$ cat src/routing_table_with_convergence_timer_core_assert.svh
// Assertion macros used by the routing table datapath.
`ifndef ROUTING_TABLE_WITH_CONVERGENCE_TIMER_CORE_ASSERT_SVH
`define ROUTING_TABLE_WITH_CONVERGENCE_TIMER_CORE_ASSERT_SVH

// Consequent must hold in the same cycle as the antecedent.
`define RTCT_ASSERT_NOW(label, ante, cons) \
    label: assert property (@(posedge clk) disable iff (!rst_n) (ante) |-> (cons)) \
        else $error("routing table assertion failed");

// Consequent must hold in the cycle after the antecedent.
`define RTCT_ASSERT_NEXT(label, ante, cons) \
    label: assert property (@(posedge clk) disable iff (!rst_n) (ante) |=> (cons)) \
        else $error("routing table assertion failed");

`endif

$ cat src/rtct_pkg.sv
// Types and constants shared by the routing table modules.
package rtct_pkg;

    typedef enum logic [1:0] {
        OP_UPDATE = 2'd0,
        OP_LOOKUP = 2'd1,
        OP_TICK   = 2'd2,
        OP_START  = 2'd3
    } op_t;

    localparam logic [2:0] ST_NONE     = 3'd0;
    localparam logic [2:0] ST_INSERTED = 3'd1;
    localparam logic [2:0] ST_REPLACED = 3'd2;
    localparam logic [2:0] ST_KEPT     = 3'd3;
    localparam logic [2:0] ST_DROPPED  = 3'd4;

    localparam logic [15:0] IDLE_LIMIT_RESET = 16'd300;
    localparam logic [15:0] IDLE_TICKS_MAX   = 16'hFFFF;

    typedef struct packed {
        logic [31:0] dest;
        logic [31:0] mask;
        logic [31:0] hop;
        logic        port_present;
        logic [7:0]  port;
        logic [15:0] metric;
        logic        proto;
    } entry_t;

    typedef struct packed {
        logic load;
        logic scan;
        logic resolve;
    } dp_cmd_t;

    typedef struct packed {
        logic table_op;
        logic hit;
        logic miss;
    } dp_status_t;

endpackage

$ cat src/rtct_ctrl.sv
// Controller: sequences accept, table scan, resolve and result strobe.
module rtct_ctrl import rtct_pkg::*; (
    input  logic       clk,
    input  logic       rst_n,
    input  logic       start,
    input  dp_status_t status,
    output dp_cmd_t    cmd,
    output logic       busy
);

    typedef enum logic [2:0] {
        S_IDLE = 3'b001,
        S_RUN  = 3'b010,
        S_RESP = 3'b100
    } state_t;

    state_t state_reg, state_next;

    always_comb
    begin
        cmd        = '0;
        state_next = state_reg;
        unique case (state_reg)
            S_IDLE, S_RESP:
            begin
                if (start)
                begin
                    cmd.load   = 1'b1;
                    state_next = S_RUN;
                end
                else
                begin
                    state_next = S_IDLE;
                end
            end
            S_RUN:
            begin
                if (!status.table_op || status.hit || status.miss)
                begin
                    cmd.resolve = 1'b1;
                    state_next  = S_RESP;
                end
                else
                begin
                    cmd.scan = 1'b1;
                end
            end
            default:
            begin
                state_next = S_IDLE;
            end
        endcase
    end

    always_ff @(posedge clk or negedge rst_n)
    begin
        if (!rst_n)
        begin
            state_reg <= S_IDLE;
        end
        else
        begin
            state_reg <= state_next;
        end
    end

    assign busy = state_reg == S_RUN;

endmodule

$ cat config.mk
export PLATFORM = sky130hd
export DESIGN_NAME = rtct_ctrl
export DESIGN_NICKNAME = d
export VERILOG_FILES = /design/src/routing_table_with_convergence_timer_core_assert.svh /design/src/rtct_pkg.sv /design/src/rtct_ctrl.sv
export SDC_FILE = /design/constraint.sdc
export NUM_CORES = 1
export LEC_CHECK = 0
export ABC_CLOCK_PERIOD_IN_PS = 3700
export BUFFER_PORTS_ARGS = -buffer_cell sky130_fd_sc_hd__buf_4
export CORE_AREA = 3 3 40 42
export CTS_BUF_LIST = sky130_fd_sc_hd__clkbuf_4 sky130_fd_sc_hd__clkbuf_8 sky130_fd_sc_hd__clkbuf_16
export DETAILED_ROUTE_END_ITERATION = 8
export DIE_AREA = 0 0 43 45
export GPL_ROUTABILITY_DRIVEN = 0
export PLACE_DENSITY = 0.32
export SYNTH_ARGS = -nofsm -noshare
export SYNTH_HDL_FRONTEND = slang
export SYNTH_SLANG_ARGS = --single-unit
$ cat constraint.sdc
create_clock -name clk -period 3.7 [get_ports clk]
set_clock_uncertainty 0.1 [all_clocks]
set_input_delay 0.74 -clock clk [delete_from_list [all_inputs] [get_ports clk]]
set_output_delay 0.74 -clock clk [all_outputs]
set_load 0.01 [all_outputs]
## Word level (Yosys, flattened, before mapping)

Cells that the tools add are included.

| operators by class | value |
|---|---|
| muxes and demuxes | 8 |
| reduce and logical (&&, ||, !) cells | 4 |
| equal/unequal tests | 4 |

Operators with widths:

| kind | count |
|---|---|
| $pmux 3 s2 | 1 |
| $mux 1 | 4 |
| $mux 2 | 2 |
| $eq 3x1->1 const B | 1 |
| $eq 3x2->1 const B | 1 |
| $eq 3x3->1 const B | 1 |
| $mux 3 | 1 |
| $logic_or 1x1->1 | 2 |
| $ne 2x1->1 const B | 1 |
| $reduce_or 2->1 | 1 |
| $logic_not 1->1 | 1 |

| word-level totals | value |
|---|---|
| flip-flop bits (word level) | 3 |
| output and inout port bits | 4 |

## Logic depth before layout (Yosys ltp)

Gate-level depths: netlist of the first run.

| depth | value |
|---|---|
| depth after elaboration | 5 |
| depth in mapped cells | 3 |
| mapped depth without buffers | 3 |

## Worst setup path after synthesis of the first run

OpenSTA, ideal clock, no wires.

| timing path | value |
|---|---|
| path kind | input-to-output |
| start | in status[1] (netlist name) |
| end | out cmd[0] (netlist name) |
| slack | 1.520 ns |
| stages on the path | 2 |
| arrival | 1.340 ns |
| cell sequence | or3b_1 > and2_1 |

RTL lines:

| item | RTL line | RTL |
|---|---|---|
| start: declaration | rtct_ctrl.sv:6 | `input dp_status_t status,` |
| end: declaration | rtct_ctrl.sv:7 | `output dp_cmd_t cmd,` |

==> results of run 1 <==
[cells in the mapped netlist (all sizes together)]
library cell	number	area, um^2
dfstp	1	26.3
xnor2	1	8.76
dfrtp	2	50.1
nor3	1	5.00
nor2	1	3.75
o31a	1	8.76
inv	1	3.75
or3b	2	20.0
and2	2	12.5
clkinv	1	5.00
o32ai	1	8.76
[cell type report]
class,count,share of cell area [%]
Clock buffer,4,11.2
Inverter,2,3.26
Multi-Input combinational cell,9,25.1
Sequential cell,3,28.4
Tap cell,15,6.98
Timing Repair Buffer,9,25.1
[routing by layer]
metal	part of all wire (%)	global-route usage, %	wire [um]
met1	31	3.14	108
met2	49	7.19	169
met3	13	3.19	44
met4	6.4	10.8	22
met5	0	0	0
[worst max-delay path: stages]
cell	delay, ns
buf_4	0.10
or3b_1	0.42
and2_1	0.18
buf_4	0.14
[kinds of logic after synthesis]
group	after synthesis	share of synthesized area [%]
AO/OA/AOI/OAI	2	11.5
XOR/XNOR	1	5.74
buffers and inverters	2	5.73
flip-flops	3	50.0
AND/OR/NAND/NOR	6	27.0
[layout by cell type (no fill, tap or decap), drive strengths merged]
master,n
o32ai,1
inv,1
buf,9
o31a,1
xnor2,1
and2,2
dfrtp,2
nor3,1
or3b,2
clkinv,1
clkbuf,4
nor2,1
dfstp,1
[where the power goes]
part	internal [uW]	switching (uW)	total, uW
Combinational	35.3	25.5	60.7
Sequential	48.4	8.75	57.2
Clock	47.7	17.2	64.9
[how the worst min path moves through the flow]
stage / start / to / slack [ns] / cells past startpoint
2_1_floorplan: rst_n / state_reg[1]$_DFFE_PN0P_ / 0.34 / 0
3_3_place_gp: state_reg[1]$_DFFE_PN0P_ / state_reg[1]$_DFFE_PN0P_ / 0.41 / 1
3_5_place_dp: state_reg[1]$_DFFE_PN0P_ / state_reg[1]$_DFFE_PN0P_ / 0.41 / 1
4_1_cts: rst_n / state_reg[1]$_DFFE_PN0P_ / 0.18 / 1
5_1_grt: rst_n / state_reg[2]$_DFFE_PN0P_ / 0.18 / 1
6_report: rst_n / state_reg[1]$_DFFE_PN0P_ / 0.18 / 1
[per-stage QoR]
step                utilization, %  hold slack [ns]  instances  setup WS, ns  total power (uW)
global route                  20.9            0.177         42          1.23               197
CTS                           20.9            0.178         42          1.27               187
global placement              18.6            0.414         38          1.28               120
floorplan                        -            0.344         14          1.52              94.4
finish                        20.9            0.183         42          1.28               183
detailed placement            18.6            0.413         38          1.27               120
==> results.md, run 1 <==
- Post-route ant nets: 0
- Slew Viols, Final: 0
- Final setup TNS: 0 ns
- Syn avg cell area: roughly 11 um^2
- Number of port buffers: 9
- Crit path from: status[1]
- Fin crit period: between 2 and 2.5 ns
- Final period util: between 60% and 70%
- Clk root buf: clkbuf_4
- Layout cells sized above 1: between 50% and 60%
- Largest net degree at the start of global routing: 5
- Unique masters post-synth: 12
- FF-to-FF End: state_reg[2]$_DFFE_PN0P_
- CTS tree: yes
- Power per cell area: slightly below 700 mW/mm^2
- Detailed-router iteration count before antenna repair: 1
- Hold Vio Cnt, Final: 0
- H-tree lvl count: 1
- Crit-path max FO: 4
- Crit Path Class: in -> out
- Final cell area excluding filler cells: about 270 um^2
- Slew @ Worst Pin: approximately 0.25 ns
- Aggregate global routing overflow: 0
- Sequential Area: 76.3 um^2
- Origin of the critical flop-to-flop path: state_reg[1]$_DFFE_PN0P_
- Max-cap violations: 0
- DIE HEIGHT: 45 um
- Synth Cell Area: around 150 um^2
- Peak VDD IR: between 0.15 and 0.2 mV
- Max Root-Sink Buffers: 2
- LEAKAGE: approximately 0.00013 uW
- Sequential area share after synthesis: between 50% and 60%
- Vias: roughly 160
- Initial antenna violation count: 0
- Reg clk slew, reported paths: about 0.04 ns
- TritonCTS Buffers: 3
- Core ar.: 0.00128 mm^2
- Die area: 0.00194 mm^2
- Setup violators final: 0
- CTS Hold Buffers Added: 0
- Synth-to-layout area growth: 76.2%
- Starting Density: 11.9%
- Syn Inst Count: 14
- Die width: roughly 43 um
- Max reg flops: 3
- Post_cts resized: 0
- Vias per cell: between 3 and 4
- CP Launch Type: input pin
- Syn Nets: 20
- Crit path DAT: between 1.5 and 2 ns
- Slew margin rel.: 83.3%
- Fmax: a little over 400 MHz
- IO Pins: 10
- First-pass GRT wire length: 621 um
- Routed len/inst: about 8.2 um
- Filler Cell Count: 160
- Run status: finished clean
- RSZ-0062 raised after global routing: false
- Area of the multi-input gates: between 60 and 70 um^2
- Hold crit path type: in -> async
- DRC viols: 0
- Internal reg-to-reg setup slack: 2.57 ns
- Crit path to: cmd[0]
- Setup Fix Bufs, Post-CTS: 0
- GRT Total Usage: under 10%
- Fin nets: 34
- Reg2reg path depth: 3
- Final WL: around 340 um
- Area after DPL: about 240 um^2
- Antenna diode count: 0
- HPWL Detailed: around 280 um
- Number of global-route vias before repair: around 180
- Worst skew pair latency: 0.23 ns
- CP required: 2.86 ns
- Yosys warning total: 0
- DR iter-0 viols: 0
- CP endpoint kind: output pin
- Sink Count: 3
- Post-synthesis register bit count: 3
- Placement Rows: 13
No activity file was read; power rests on OpenSTA's default activity.
==> inputs of run 2 (changes only) <==
--- a/config.mk
+++ b/config.mk
@@ -5,14 +5,14 @@
 export SDC_FILE = /design/constraint.sdc
 export NUM_CORES = 1
 export LEC_CHECK = 0
-export ABC_CLOCK_PERIOD_IN_PS = 3700
+export ABC_CLOCK_PERIOD_IN_PS = 2100
 export BUFFER_PORTS_ARGS = -buffer_cell sky130_fd_sc_hd__buf_4
 export CORE_AREA = 3 3 40 42
 export CTS_BUF_LIST = sky130_fd_sc_hd__clkbuf_4 sky130_fd_sc_hd__clkbuf_8 sky130_fd_sc_hd__clkbuf_16
 export DETAILED_ROUTE_END_ITERATION = 8
 export DIE_AREA = 0 0 43 45
 export GPL_ROUTABILITY_DRIVEN = 0
-export PLACE_DENSITY = 0.32
+export PLACE_DENSITY = 0.33
 export SYNTH_ARGS = -nofsm -noshare
 export SYNTH_HDL_FRONTEND = slang
 export SYNTH_SLANG_ARGS = --single-unit
==> constraint.sdc (replaced) <==
create_clock -name clk -period 2.1 [get_ports clk]
set_clock_uncertainty 0.1 [all_clocks]
set_input_delay 0.42 -clock clk [delete_from_list [all_inputs] [get_ports clk]]
set_output_delay 0.42 -clock clk [all_outputs]
set_load 0.01 [all_outputs]
==> run 2 against run 1 <==
Compared with the run above:
- sequential share of layout area down 1.0 points
- global-route usage grew 0.26 points
- cell count is 2.4% higher
- largest cell class is now buffers
==> results.md, run 2 (synthesized netlist as in run 1, its figures left out) <==
- Placement Rows: 13 (unchanged)
- Vias per cell: 3.63 (-2.3%)
- CP Launch Type: flop
- Layout cells sized above 1: 57.1% (-2.1 points)
- Crit path DAT: 1.32 ns (-0.26 ns)
- Post-route ant nets: 0 (unchanged)
- Max reg flops: 3 (unchanged)
- TritonCTS Buffers: 3 (unchanged)
- HPWL Detailed: 279 um (+1.3%)
- DRC viols: 0 (unchanged)
- Met3 GRT Util: 4.78% (+1.6 points)
- DR iter-0 viols: 0 (unchanged)
- Worst skew pair latency: 0.23 ns (about the same)
- Slew margin rel.: 82.9% (-0.39 points)
- Final setup TNS: 0 ns (unchanged)
- CTS Hold Buffers Added: 1 (+1)
- Most frequent cells in the layout: buf_4 (9), clkbuf_4 (4), and2_1 (2), dfrtp_1 (2)
- Fmax: between 500 and 600 MHz
- Setup Fix Bufs, Post-CTS: 0 (unchanged)
- GRT Total Usage: 5.51% (+0.26 points)
- Met2 Usage GRT: 7.19% (unchanged)
- Hold Vio Cnt, Final: 0 (unchanged)
- Core ar.: 0.00128 mm^2 (unchanged)
- Post_cts resized: 0 (unchanged)
- Sequential Area: 76.3 um^2 (unchanged)
- Max-cap violations: 0 (unchanged)
- Synth-to-layout area growth: 82.8%
- First-pass GRT wire length: 676 um (+8.9%)
- Die area: 0.00194 mm^2 (unchanged)
- Busiest grt layer: met2
- Hold crit path type: in -> async
- Slew @ Worst Pin: 0.254 ns (+0.00585 ns)
- Max Root-Sink Buffers: 2 (unchanged)
- Routed len/inst: 8.44 um (+3.1%)
- IO Pins: 10 (unchanged)
- LEAKAGE: 0.000136 uW (+3.2%)
- Crit Path Class: reg -> out
- Largest net degree at the start of global routing: 5 (unchanged)
- Commonest non-fill, non-tap cell in the layout: buf_4
- Number of global-route vias before repair: 182 (-0.55%)
- Reg clk slew, reported paths: 0.03 ns (about the same)
- Fin crit period: approximately 1.8 ns
- Initial antenna violation count: 0 (unchanged)
- H-tree lvl count: 1 (unchanged)
- Filler Cell Count: 145 (-9.4%)
- Clk root buf: clkbuf_4
- Number of port buffers: 9 (unchanged)
- Grt met1 use: 5.11% (+2.0 points)
- Die width: 43 um (unchanged)
- Power per cell area: 1160 mW/mm^2 (+71%)
- Peak VDD IR: 0.203 mV (+7.2%)
- Vias: 156 (unchanged)
- CP endpoint kind: output pin
- Fin nets: 35 (+2.9%)
- CP required: 1.58 ns (-1.28 ns)
- Final WL: 363 um (+5.5%)
- Aggregate global routing overflow: 0 (unchanged)
- Sink Count: 3 (unchanged)
- CTS tree: yes
- Crit-path max FO: 4 (unchanged)
- DIE HEIGHT: 45 um (unchanged)
- Starting Density: 11.9% (unchanged)
- Antenna diode count: 0 (unchanged)
- Area of the multi-input gates: 67.6 um^2 (unchanged)
- Detailed-router iteration count before antenna repair: 1 (unchanged)
- Slew Viols, Final: 0 (unchanged)
- Total power: 325 uW (+78%)
- Setup violators final: 0 (unchanged)
- Final period util: 87.4%
- RSZ-0062 raised after global routing: false
- Run status: finished clean
==> run 2: changes by cell type in the layout (fill, tap and decap cells not counted) <==
cell,change
dlygate4sd3_1,+1
==> run 2: final cells by class <==
cell class,count,area share (%)
tap,15,6.73
timing repair buffer,10,27.8
sequential,3,27.4
multi-input combinational,9,24.2
clock buffer,4,10.8
inverter,2,3.14
==> run 2: path summary, 6_finish.rpt <==
check	from	to	slack [ns]	cells past startpoint
hold reg to reg	state_reg[1]$_DFFE_PN0P_	state_reg[1]$_DFFE_PN0P_	0.43	1
setup / recovery	state_reg[1]$_DFFE_PN0P_	cmd[0]	0.26	4
max in group asynchronous	rst_n	state_reg[0]$_DFFE_PN1P_	1.31	2
hold / removal	rst_n	state_reg[1]$_DFFE_PN0P_	0.41	2
min in group clk	start	state_reg[1]$_DFFE_PN0P_	0.41	3
setup reg to reg	state_reg[1]$_DFFE_PN0P_	state_reg[2]$_DFFE_PN0P_	0.96	3
==> run 2: through the flow <==
stage,instances,hold WS [ns],cell area [um^2],worst slack (ns),util [%]
detailed placement,38,0.110,239,0.309,18.6
global placement,38,0.110,239,0.318,18.6
finish,43,0.409,279,0.264,21.7
global route,43,0.417,279,0.181,21.7
CTS,43,0.403,279,0.243,21.7
floorplan,14,0.0244,153,0.560,-
==> run 2: worst max-delay path, stage by stage, from the launching register on <==
cell and delay (ns):
dfrtp_1 0.37, or3b_4 0.42, clkinv_2 0.07, and2_1 0.11, buf_4 0.11
==> run 2: layer usage <==
metal  wire [um]  share of wire, %
met5           0                 0
met4          19               5.2
met3          44                12
met2         149                41
met1         150                41
==> run 2: report_power, final <==
part / internal (uW) / switching [uW] / leakage [uW]
sequential: 85.3 / 16.6 / 0.0000371
clock: 84.1 / 30.2 / 0.0000184
combinational: 63.3 / 45.4 / 0.0000803
total: 233 / 92.2 / 0.000136
